`config.mk`:
```
export PLATFORM = sky130hd
export DESIGN_NAME = fraction_reduce_unit
export DESIGN_NICKNAME = d
export VERILOG_FILES = /design/src/fr_pkg.sv /design/src/fr_sub.sv /design/src/fr_core.sv /design/src/fraction_reduce_unit.sv
export VERILOG_INCLUDE_DIRS = /design/src /design/src/src
export SDC_FILE = /design/constraint.sdc
export NUM_CORES = 1
export LEC_CHECK = 0
export BUFFER_PORTS_ARGS = -buffer_cell sky130_fd_sc_hd__buf_2
export CAP_MARGIN = 20
export CORE_UTILIZATION = 57
export CTS_BUF_LIST = sky130_fd_sc_hd__clkbuf_8
export CTS_CLUSTER_SIZE = 24
export DETAILED_ROUTE_END_ITERATION = 10
export PLACE_DENSITY = 0.82
export SLEW_MARGIN = 10
export SYNTH_ARGS = -nofsm -noshare
export SYNTH_HDL_FRONTEND = slang
export SYNTH_SLANG_ARGS = --single-unit
export TNS_END_PERCENT = 20
```
`constraint.sdc`:
```
create_clock -name aclk -period 5.35 [get_ports aclk]
set_input_delay 0.8025 -clock aclk [delete_from_list [all_inputs] [get_ports aclk]]
set_output_delay 0.8025 -clock aclk [all_outputs]
set_load 0.03 [all_outputs]
```
`src/assert_macros.svh`:
```
// ----------------------------------------------------------------------------
// assert_macros.svh
// Clocked assertion shorthands used by the fraction reduce RTL.
// The enclosing module must have aclk and an active-low aresetn.
// ----------------------------------------------------------------------------
`ifndef ASSERT_MACROS_SVH
`define ASSERT_MACROS_SVH

// Check a property on every rising edge outside reset
`define FR_ASSERT(label, prop, msg) \
    label: assert property (@(posedge aclk) disable iff (!aresetn) prop) \
        else $error(msg);

// Check that a condition implies another in the same cycle
`define FR_ASSERT_IMPL(label, ante, cons, msg) \
    label: assert property (@(posedge aclk) disable iff (!aresetn) (ante) |-> (cons)) \
        else $error(msg);

`endif

```
`src/fr_pkg.sv`:
```
// ----------------------------------------------------------------------------
// fr_pkg
// Shared types for the fraction reduce block.
// ----------------------------------------------------------------------------
package fr_pkg;

    // Status of the reduction core as seen by the output stage
    typedef struct packed {
        logic idle;       // ready for a new word
        logic res_valid;  // reduced fraction waiting to be taken
    } fr_status_t;

endpackage

```
`src/fr_sub.sv`:
```
// ----------------------------------------------------------------------------
// fr_sub
// Shared subtract/compare unit: difference of two unsigned operands plus
// a borrow flag that doubles as the "x is less than y" compare.
// ----------------------------------------------------------------------------
module fr_sub #(
    parameter int WIDTH = 33
) (
    input  logic [WIDTH-1:0] x,
    input  logic [WIDTH-1:0] y,
    output logic [WIDTH-1:0] diff,
    output logic             borrow
);

    logic [WIDTH:0] full;

    // Extend by one bit so the top bit of the result is the borrow
    assign full   = {1'b0, x} - {1'b0, y};
    assign diff   = full[WIDTH-1:0];
    assign borrow = full[WIDTH];

endmodule

```
`src/fr_core.sv`:
```
// ----------------------------------------------------------------------------
// fr_core
// Sequencer and datapath of the fraction reduce block. Finds the gcd of the
// magnitudes by the binary method, then divides both (with the common power
// of two already removed) by the odd part of the gcd with a restoring divider.
// The gcd and division steps share one fr_sub instance.
// ----------------------------------------------------------------------------
`include "assert_macros.svh"

module fr_core #(
    parameter int DATA_WIDTH = 32
) (
    input  logic                  aclk,
    input  logic                  aresetn,
    input  logic                  in_valid,
    input  logic [DATA_WIDTH-1:0] num_in,
    input  logic [DATA_WIDTH-1:0] den_in,
    input  logic                  take,
    output fr_pkg::fr_status_t    status,
    output logic [DATA_WIDTH-1:0] num_res,
    output logic [DATA_WIDTH-2:0] den_res,
    output logic                  zero_den
);

    import fr_pkg::*;

    localparam int W     = DATA_WIDTH;
    localparam int CNT_W = $clog2(DATA_WIDTH);

    localparam logic [2:0] ST_IDLE = 3'd0;
    localparam logic [2:0] ST_TWOS = 3'd1;
    localparam logic [2:0] ST_GCD  = 3'd2;
    localparam logic [2:0] ST_DIVN = 3'd3;
    localparam logic [2:0] ST_DIVD = 3'd4;
    localparam logic [2:0] ST_FIN  = 3'd5;
    localparam logic [2:0] ST_DONE = 3'd6;

    localparam logic [CNT_W-1:0] CNT_LAST = CNT_W'(DATA_WIDTH - 1);

    logic [2:0]       state_reg, state_next;
    logic [W-1:0]     a_reg, a_next;
    logic [W-1:0]     b_reg, b_next;
    logic [W-1:0]     n1_reg, n1_next;
    logic [W-1:0]     d1_reg, d1_next;
    logic [W-1:0]     q_reg, q_next;
    logic [W-1:0]     rem_reg, rem_next;
    logic [CNT_W-1:0] cnt_reg, cnt_next;
    logic             neg_reg, neg_next;
    logic [W-1:0]     nres_reg, nres_next;
    logic [W-2:0]     dres_reg, dres_next;
    logic             flag_reg, flag_next;

    logic [W:0]   sub_x, sub_y, sub_diff;
    logic         sub_borrow;
    logic [W:0]   div_t;
    logic [W-1:0] q_shift;
    logic [W-1:0] nmag, dmag;
    logic         nneg, dneg;
    logic         dividing;

    // Operand select for the shared unit
    assign dividing = (state_reg == ST_DIVN) || (state_reg == ST_DIVD);
    assign div_t    = {rem_reg, q_reg[W-1]};
    assign sub_x    = dividing ? div_t : {1'b0, a_reg};
    assign sub_y    = dividing ? {1'b0, a_reg} : {1'b0, b_reg};

    fr_sub #(.WIDTH(W + 1)) u_sub (
        .x      (sub_x),
        .y      (sub_y),
        .diff   (sub_diff),
        .borrow (sub_borrow)
    );

    // One restoring-division step: shift quotient, insert new bit
    assign q_shift = {q_reg[W-2:0], ~sub_borrow};

    // Input magnitudes and signs
    assign nneg = num_in[W-1];
    assign dneg = den_in[W-1];
    assign nmag = nneg ? ({W{1'b0}} - num_in) : num_in;
    assign dmag = dneg ? ({W{1'b0}} - den_in) : den_in;

    always_comb begin
        state_next = state_reg;
        a_next     = a_reg;
        b_next     = b_reg;
        n1_next    = n1_reg;
        d1_next    = d1_reg;
        q_next     = q_reg;
        rem_next   = rem_reg;
        cnt_next   = cnt_reg;
        neg_next   = neg_reg;
        nres_next  = nres_reg;
        dres_next  = dres_reg;
        flag_next  = flag_reg;
        case (state_reg)
            ST_IDLE: begin
                // Take a word; settle zero cases at once
                if (in_valid) begin
                    neg_next = nneg ^ dneg;
                    if (den_in == '0) begin
                        flag_next  = 1'b1;
                        dres_next  = '0;
                        if (num_in == '0) begin
                            nres_next = '0;
                        end else if (nneg) begin
                            nres_next = '1;
                        end else begin
                            nres_next = W'(1);
                        end
                        state_next = ST_DONE;
                    end else if (num_in == '0) begin
                        flag_next  = 1'b0;
                        nres_next  = '0;
                        dres_next  = (W-1)'(1);
                        state_next = ST_DONE;
                    end else begin
                        flag_next  = 1'b0;
                        a_next     = nmag;
                        b_next     = dmag;
                        state_next = ST_TWOS;
                    end
                end
            end
            ST_TWOS: begin
                // Drop common factors of two, keep the shifted operands
                if (!a_reg[0] && !b_reg[0]) begin
                    a_next = a_reg >> 1;
                    b_next = b_reg >> 1;
                end else begin
                    n1_next    = a_reg;
                    d1_next    = b_reg;
                    state_next = ST_GCD;
                end
            end
            ST_GCD: begin
                // Binary gcd step; a holds the odd gcd when b reaches zero
                if (b_reg == '0) begin
                    q_next     = n1_reg;
                    rem_next   = '0;
                    cnt_next   = '0;
                    state_next = ST_DIVN;
                end else if (!a_reg[0]) begin
                    a_next = a_reg >> 1;
                end else if (!b_reg[0]) begin
                    b_next = b_reg >> 1;
                end else if (!sub_borrow) begin
                    a_next = b_reg;
                    b_next = sub_diff[W-1:0];
                end else begin
                    a_next = b_reg;
                    b_next = a_reg;
                end
            end
            ST_DIVN, ST_DIVD: begin
                // Restoring division by a, one quotient bit per cycle
                rem_next = sub_borrow ? div_t[W-1:0] : sub_diff[W-1:0];
                q_next   = q_shift;
                cnt_next = cnt_reg + 1'b1;
                if (cnt_reg == CNT_LAST) begin
                    cnt_next = '0;
                    rem_next = '0;
                    if (state_reg == ST_DIVN) begin
                        n1_next    = q_shift;
                        q_next     = d1_reg;
                        state_next = ST_DIVD;
                    end else begin
                        d1_next    = q_shift;
                        state_next = ST_FIN;
                    end
                end
            end
            ST_FIN: begin
                // Apply sign and saturate to the positive range
                dres_next = d1_reg[W-1] ? '1 : d1_reg[W-2:0];
                if (neg_reg) begin
                    nres_next = {W{1'b0}} - n1_reg;
                end else if (n1_reg[W-1]) begin
                    nres_next = {1'b0, {(W-1){1'b1}}};
                end else begin
                    nres_next = n1_reg;
                end
                state_next = ST_DONE;
            end
            ST_DONE: begin
                // Hold the result until the output stage takes it
                if (take) begin
                    state_next = ST_IDLE;
                end
            end
            default: begin
                state_next = ST_IDLE;
            end
        endcase
    end

    always_ff @(posedge aclk) begin
        if (!aresetn) begin
            state_reg <= ST_IDLE;
            cnt_reg   <= '0;
        end else begin
            state_reg <= state_next;
            cnt_reg   <= cnt_next;
        end
    end

    always_ff @(posedge aclk) begin
        a_reg    <= a_next;
        b_reg    <= b_next;
        n1_reg   <= n1_next;
        d1_reg   <= d1_next;
        q_reg    <= q_next;
        rem_reg  <= rem_next;
        neg_reg  <= neg_next;
        nres_reg <= nres_next;
        dres_reg <= dres_next;
        flag_reg <= flag_next;
    end

    assign status.idle      = (state_reg == ST_IDLE);
    assign status.res_valid = (state_reg == ST_DONE);
    assign num_res          = nres_reg;
    assign den_res          = dres_reg;
    assign zero_den         = flag_reg;

    // The gcd candidate in a never collapses to zero
    `FR_ASSERT_IMPL(a_gcd_nonzero, state_reg == ST_TWOS || state_reg == ST_GCD, a_reg != '0, "gcd operand a is zero")
    // Partial remainder stays below the divisor
    `FR_ASSERT_IMPL(a_rem_below, dividing, rem_reg < a_reg, "remainder not below divisor")
    // A taken result frees the core for the next word
    `FR_ASSERT(a_take_idle, (take && state_reg == ST_DONE) |=> state_reg == ST_IDLE, "core not idle after result taken")

endmodule

```
`src/fraction_reduce_unit.sv`:
```
// ----------------------------------------------------------------------------
// fraction_reduce_unit
// Brings a signed fraction to lowest terms with a positive denominator.
// ----------------------------------------------------------------------------
// Each input word carries a numerator and a denominator; the unit returns the
// fraction divided by the gcd of their magnitudes, sign on the numerator.
// 0/d gives 0/1; n/0 gives +1/0 or -1/0 and 0/0 gives 0/0, both with
// zero_denominator set. Zero cases go straight to the result. Otherwise the
// core strips common factors of two, runs the binary gcd, then two
// bit-serial divisions of DATA_WIDTH quotient bits each, numerator first;
// the gcd and both divisions go through the single shared subtractor.
// s_tready is high only while the core is idle; a finished result sits in
// the output register so the next word can be taken while it waits.
// ----------------------------------------------------------------------------
module fraction_reduce_unit #(
    parameter int DATA_WIDTH = 32,
    localparam int S_TDATA_W = ((2 * DATA_WIDTH + 7) / 8) * 8,
    localparam int M_TDATA_W = ((2 * DATA_WIDTH - 1 + 7) / 8) * 8
) (
    input  logic                 aclk,
    input  logic                 aresetn,
    // numerator_in, denominator_in
    input  logic                 s_tvalid,
    output logic                 s_tready,
    input  logic [S_TDATA_W-1:0] s_tdata,
    // numerator_out, denominator_out
    output logic                 m_tvalid,
    input  logic                 m_tready,
    output logic [M_TDATA_W-1:0] m_tdata,
    // zero_denominator
    output logic                 m_tuser
);

    import fr_pkg::*;

    localparam int W     = DATA_WIDTH;
    localparam int M_PAD = M_TDATA_W - (2 * W - 1);

    fr_status_t    status;
    logic          take;
    logic [W-1:0]  num_res;
    logic [W-2:0]  den_res;
    logic          zero_den;

    logic          m_valid_reg, m_valid_next;
    logic [W-1:0]  num_o_reg;
    logic [W-2:0]  den_o_reg;
    logic          zd_o_reg;

    fr_core #(.DATA_WIDTH(W)) u_core (
        .aclk     (aclk),
        .aresetn  (aresetn),
        .in_valid (s_tvalid),
        .num_in   (s_tdata[W-1:0]),
        .den_in   (s_tdata[2*W-1:W]),
        .take     (take),
        .status   (status),
        .num_res  (num_res),
        .den_res  (den_res),
        .zero_den (zero_den)
    );

    assign s_tready = status.idle;

    // Load the output register when it is empty or being drained
    assign take = status.res_valid && (!m_valid_reg || m_tready);

    always_comb begin
        m_valid_next = m_valid_reg;
        if (take) begin
            m_valid_next = 1'b1;
        end else if (m_tready) begin
            m_valid_next = 1'b0;
        end
    end

    always_ff @(posedge aclk) begin
        if (!aresetn) begin
            m_valid_reg <= 1'b0;
        end else begin
            m_valid_reg <= m_valid_next;
        end
    end

    always_ff @(posedge aclk) begin
        if (take) begin
            num_o_reg <= num_res;
            den_o_reg <= den_res;
            zd_o_reg  <= zero_den;
        end
    end

    assign m_tvalid = m_valid_reg;
    assign m_tdata  = {{M_PAD{1'b0}}, den_o_reg, num_o_reg};
    assign m_tuser  = zd_o_reg;

endmodule
```
==> flow_summary.ini <==
[logic_synthesis]
synthesis.yosys.warnings = 0
synth_edf_count = 321
total_nets_after_synthesis = 1989
netlist.top_cell.by_area = edfxtp_1
cells_after_synth = 1883
syn_area_sq_um = 18700
synth.most_common_cell = edfxtp_1
post_synth_main_area_contributors = edfxtp_1 (52%), nand2_1 (6.2%), o21ai_0 (4.4%), a21oi_1 (3.4%), xor2_1 (2.8%)
synth_seq_area_share = 0.526
avgSynthCellArea_sq_um = 9.91
postSynth.topFlopCell = edfxtp_1
number_of_register_bits_inferred_by_synthesis = 330
async_reset_ff_frac = 0
synth.lib_cells_used.distinct = 71
synth.cells.most_frequent = edfxtp_1 (321), nand2_1 (307), o21ai_0 (164)
synthDominantCellAreaShare = 0.517

[timing]
finalCriticalPeriod_ps = 4910
fmax_ghz = 0.204
min_period_over_period = 0.918
final-max-slew-violation-count = 0
worst_slew_pin_slew_ps = 1170
hold_violations = 0
rsz_0062_raised_after_global_routing = no
worst_skew_ps = 26.4
timing.final.setup_violations = 0
max_slew_margin = 0.211
sum_of_negative_setup_slack_ps = 0

[clocking]
post_cts_resize_count = 0
cts_sinks = 330
cts_tree = built
cts_htree_levels = 2
worst_setup_hold_path_clk_slew_ps = 60
worst_skew_pair.late_latency_ps = 610
post_cts.repair.setup_buffers = 0
clock_tree.root_cell = clkbuf_8
ctsLongestPathBuffers = 3
cts_hold_repair.buffers = 0
tritoncts.num_buffers = 54

[pwr]
clock_power_share = 0.146
leak_pwr_nw = 7.83
switching_power_w = 0.00658
power.ir.vdd_worst_mv = 0.488
power.switching_fraction = 0.468
power_per_cell_area_nw_per_um2 = 673
power.internal_w = 0.00748
power_frac_comb = 0.517
p_seq_frac = 0.337

[setup_path]
crit_slowest_cell = or2_2
cp_top_family = compound AO/OA/AOI/OAI gates
crit_type = reg -> reg
timing.critical_path.required_ps = 5660
startpoint_type = register
crit_path_end_kind = register
worstPathCellList = clkinv_1, nand3_1, nand2_4, nand2_1, nand2_1, ha_1, a21oi_1, o21ai_0, a2111oi_0, o21ai_0, a21oi_1, a211oi_2, or2_2, buf_12, mux2i_1, o221ai_1
critPathArrivalTime_ps = 5220
critical_path.max_stage_delay_ps = 440
r2r_setup_slack_ps = 440
crit_buf_inv = 2
worstPathMaxFanout = 48

[detailed_routing]
final_antenna_net_count = 0
detailroute.via_count = 16064
totalWireLength_mm = 53.5
drt_drc_violations_left = 0
routedWlPerCell_microns = 21.6
first_iter_violations = 2553
firstDrtPassIters = 7
vias_per_cell = 6.49

[global_routing]
first_global_vias = 14963
antenna_found_initial = 1
gr-usage-all-layers = 0.320
aggregate_global_routing_overflow = 0
grt_first_pass_wirelength_mm = 82.9
grt_max_degree = 64

[final_layout]
antenna_diode_instance_count = 0
register_area_sq_um = 9820
area_growth_syn_to_layout_pct = 12.1
layout.filler_cells = 2559
layout.nets = 2102
multi_input_comb_area_sq_um = 8250
layout-drive-gt1-share = 0.136
post_route_utilization = 0.656

[run_status]
outcome = finished, final reports clean

[floorplanning]
die_h_microns = 183
row_count = 65
design.core.area_sq_um = 31900
top_level_ports = 135
initial_utilization = 0.585
fp.dieArea_sq_um = 33500
die_width_microns = 183

[run]
drv.max_cap_violation_count = 0

[placement]
port-buffer-count = 133
gp_routability_congestion = 1.02
dp_hpwl_mm = 37.8

[min_path]
type_of_the_most_critical_hold_path = reg -> reg
power by group through the flow:
stage / sequential, W / clock, W / combinational [W]
finish: 0.00474 / 0.00205 / 0.00728
global route: 0.00477 / 0.00219 / 0.00789
CTS: 0.00467 / 0.00207 / 0.00708
detailed placement: 0.00471 / 0 / 0.00705
global placement: 0.00472 / 0 / 0.00687
floorplan: 0.00431 / 0 / 0.00510
area by class of cell:
| cell class | instances | share of cell area |
|---|---|---|
| tap | 435 | 0.0260 |
| clock inverter | 42 | 0.0104 |
| inverter | 53 | 0.00951 |
| multi-input combinational | 1377 | 0.395 |
| clock buffer | 57 | 0.0375 |
| sequential | 330 | 0.470 |
| timing repair buffer | 180 | 0.0524 |
cells in the final DEF, fill, tap and decap left out, drive strengths merged, types with 25 or more instances in the layout:
master,count
o21ai,165
or3,55
nand2,307
a21oi,126
a222oi,32
mux2i,52
xnor2,25
xor2,60
nor3,32
clkbuf,57
ha,37
nor2,139
edfxtp,321
a22oi,33
nand3,47
buf,180
inv,71
o22ai,48
final timing paths:
path | end | depth (start not counted) | startpoint
worst min register to register | num_o_reg[27] | 0 | u_core.num_res[27]
worst min-delay path | num_o_reg[27] | 0 | u_core.num_res[27]
worst max register to register | u_core.b_reg[5] | 16 | u_core.state_reg[2]
worst max-delay path | u_core.b_reg[5] | 16 | u_core.state_reg[2]
metrics by stage:
step	instance area [sq um]	worst slack (ps)	power [W]	std cells	hold slack, ps
after floorplan	18700	454	0.00941	1883	400
final	20900	441	0.0141	2474	416
after detailed placement	19900	593	0.0118	2375	405
after CTS	20900	608	0.0138	2474	417
after global routing	20900	46.0	0.0148	2474	418
after global placement	19900	747	0.0116	2373	403
per-layer routing:
| layer | track usage | part of all wire | up-vias | routed length [microns] |
|---|---|---|---|---|
| met5 | 0 | 0 | - | 0 |
| met4 | 0.143 | 0.043 | 0 | 2300 |
| met3 | 0.0792 | 0.13 | 182 | 7160 |
| met2 | 0.494 | 0.44 | 1149 | 23600 |
| met1 | 0.428 | 0.38 | 7419 | 20400 |
| li1 | - | - | 7314 | - |
logic make-up (layout without fill, tap and decap cells):
group	Yosys count	after routing	share of synthesized area
AO/OA/AOI/OAI	545	545	0.185
XOR/XNOR	85	85	0.0399
adder cells (fa/ha/maj)	38	38	0.0259
buffers and inverters	176	332	0.0359
flip-flops	330	330	0.526
multiplexers	52	52	0.0279
other	1	1	0.000201
AND/OR/NAND/NOR	656	656	0.158
(Power assumes the default switching activity.)
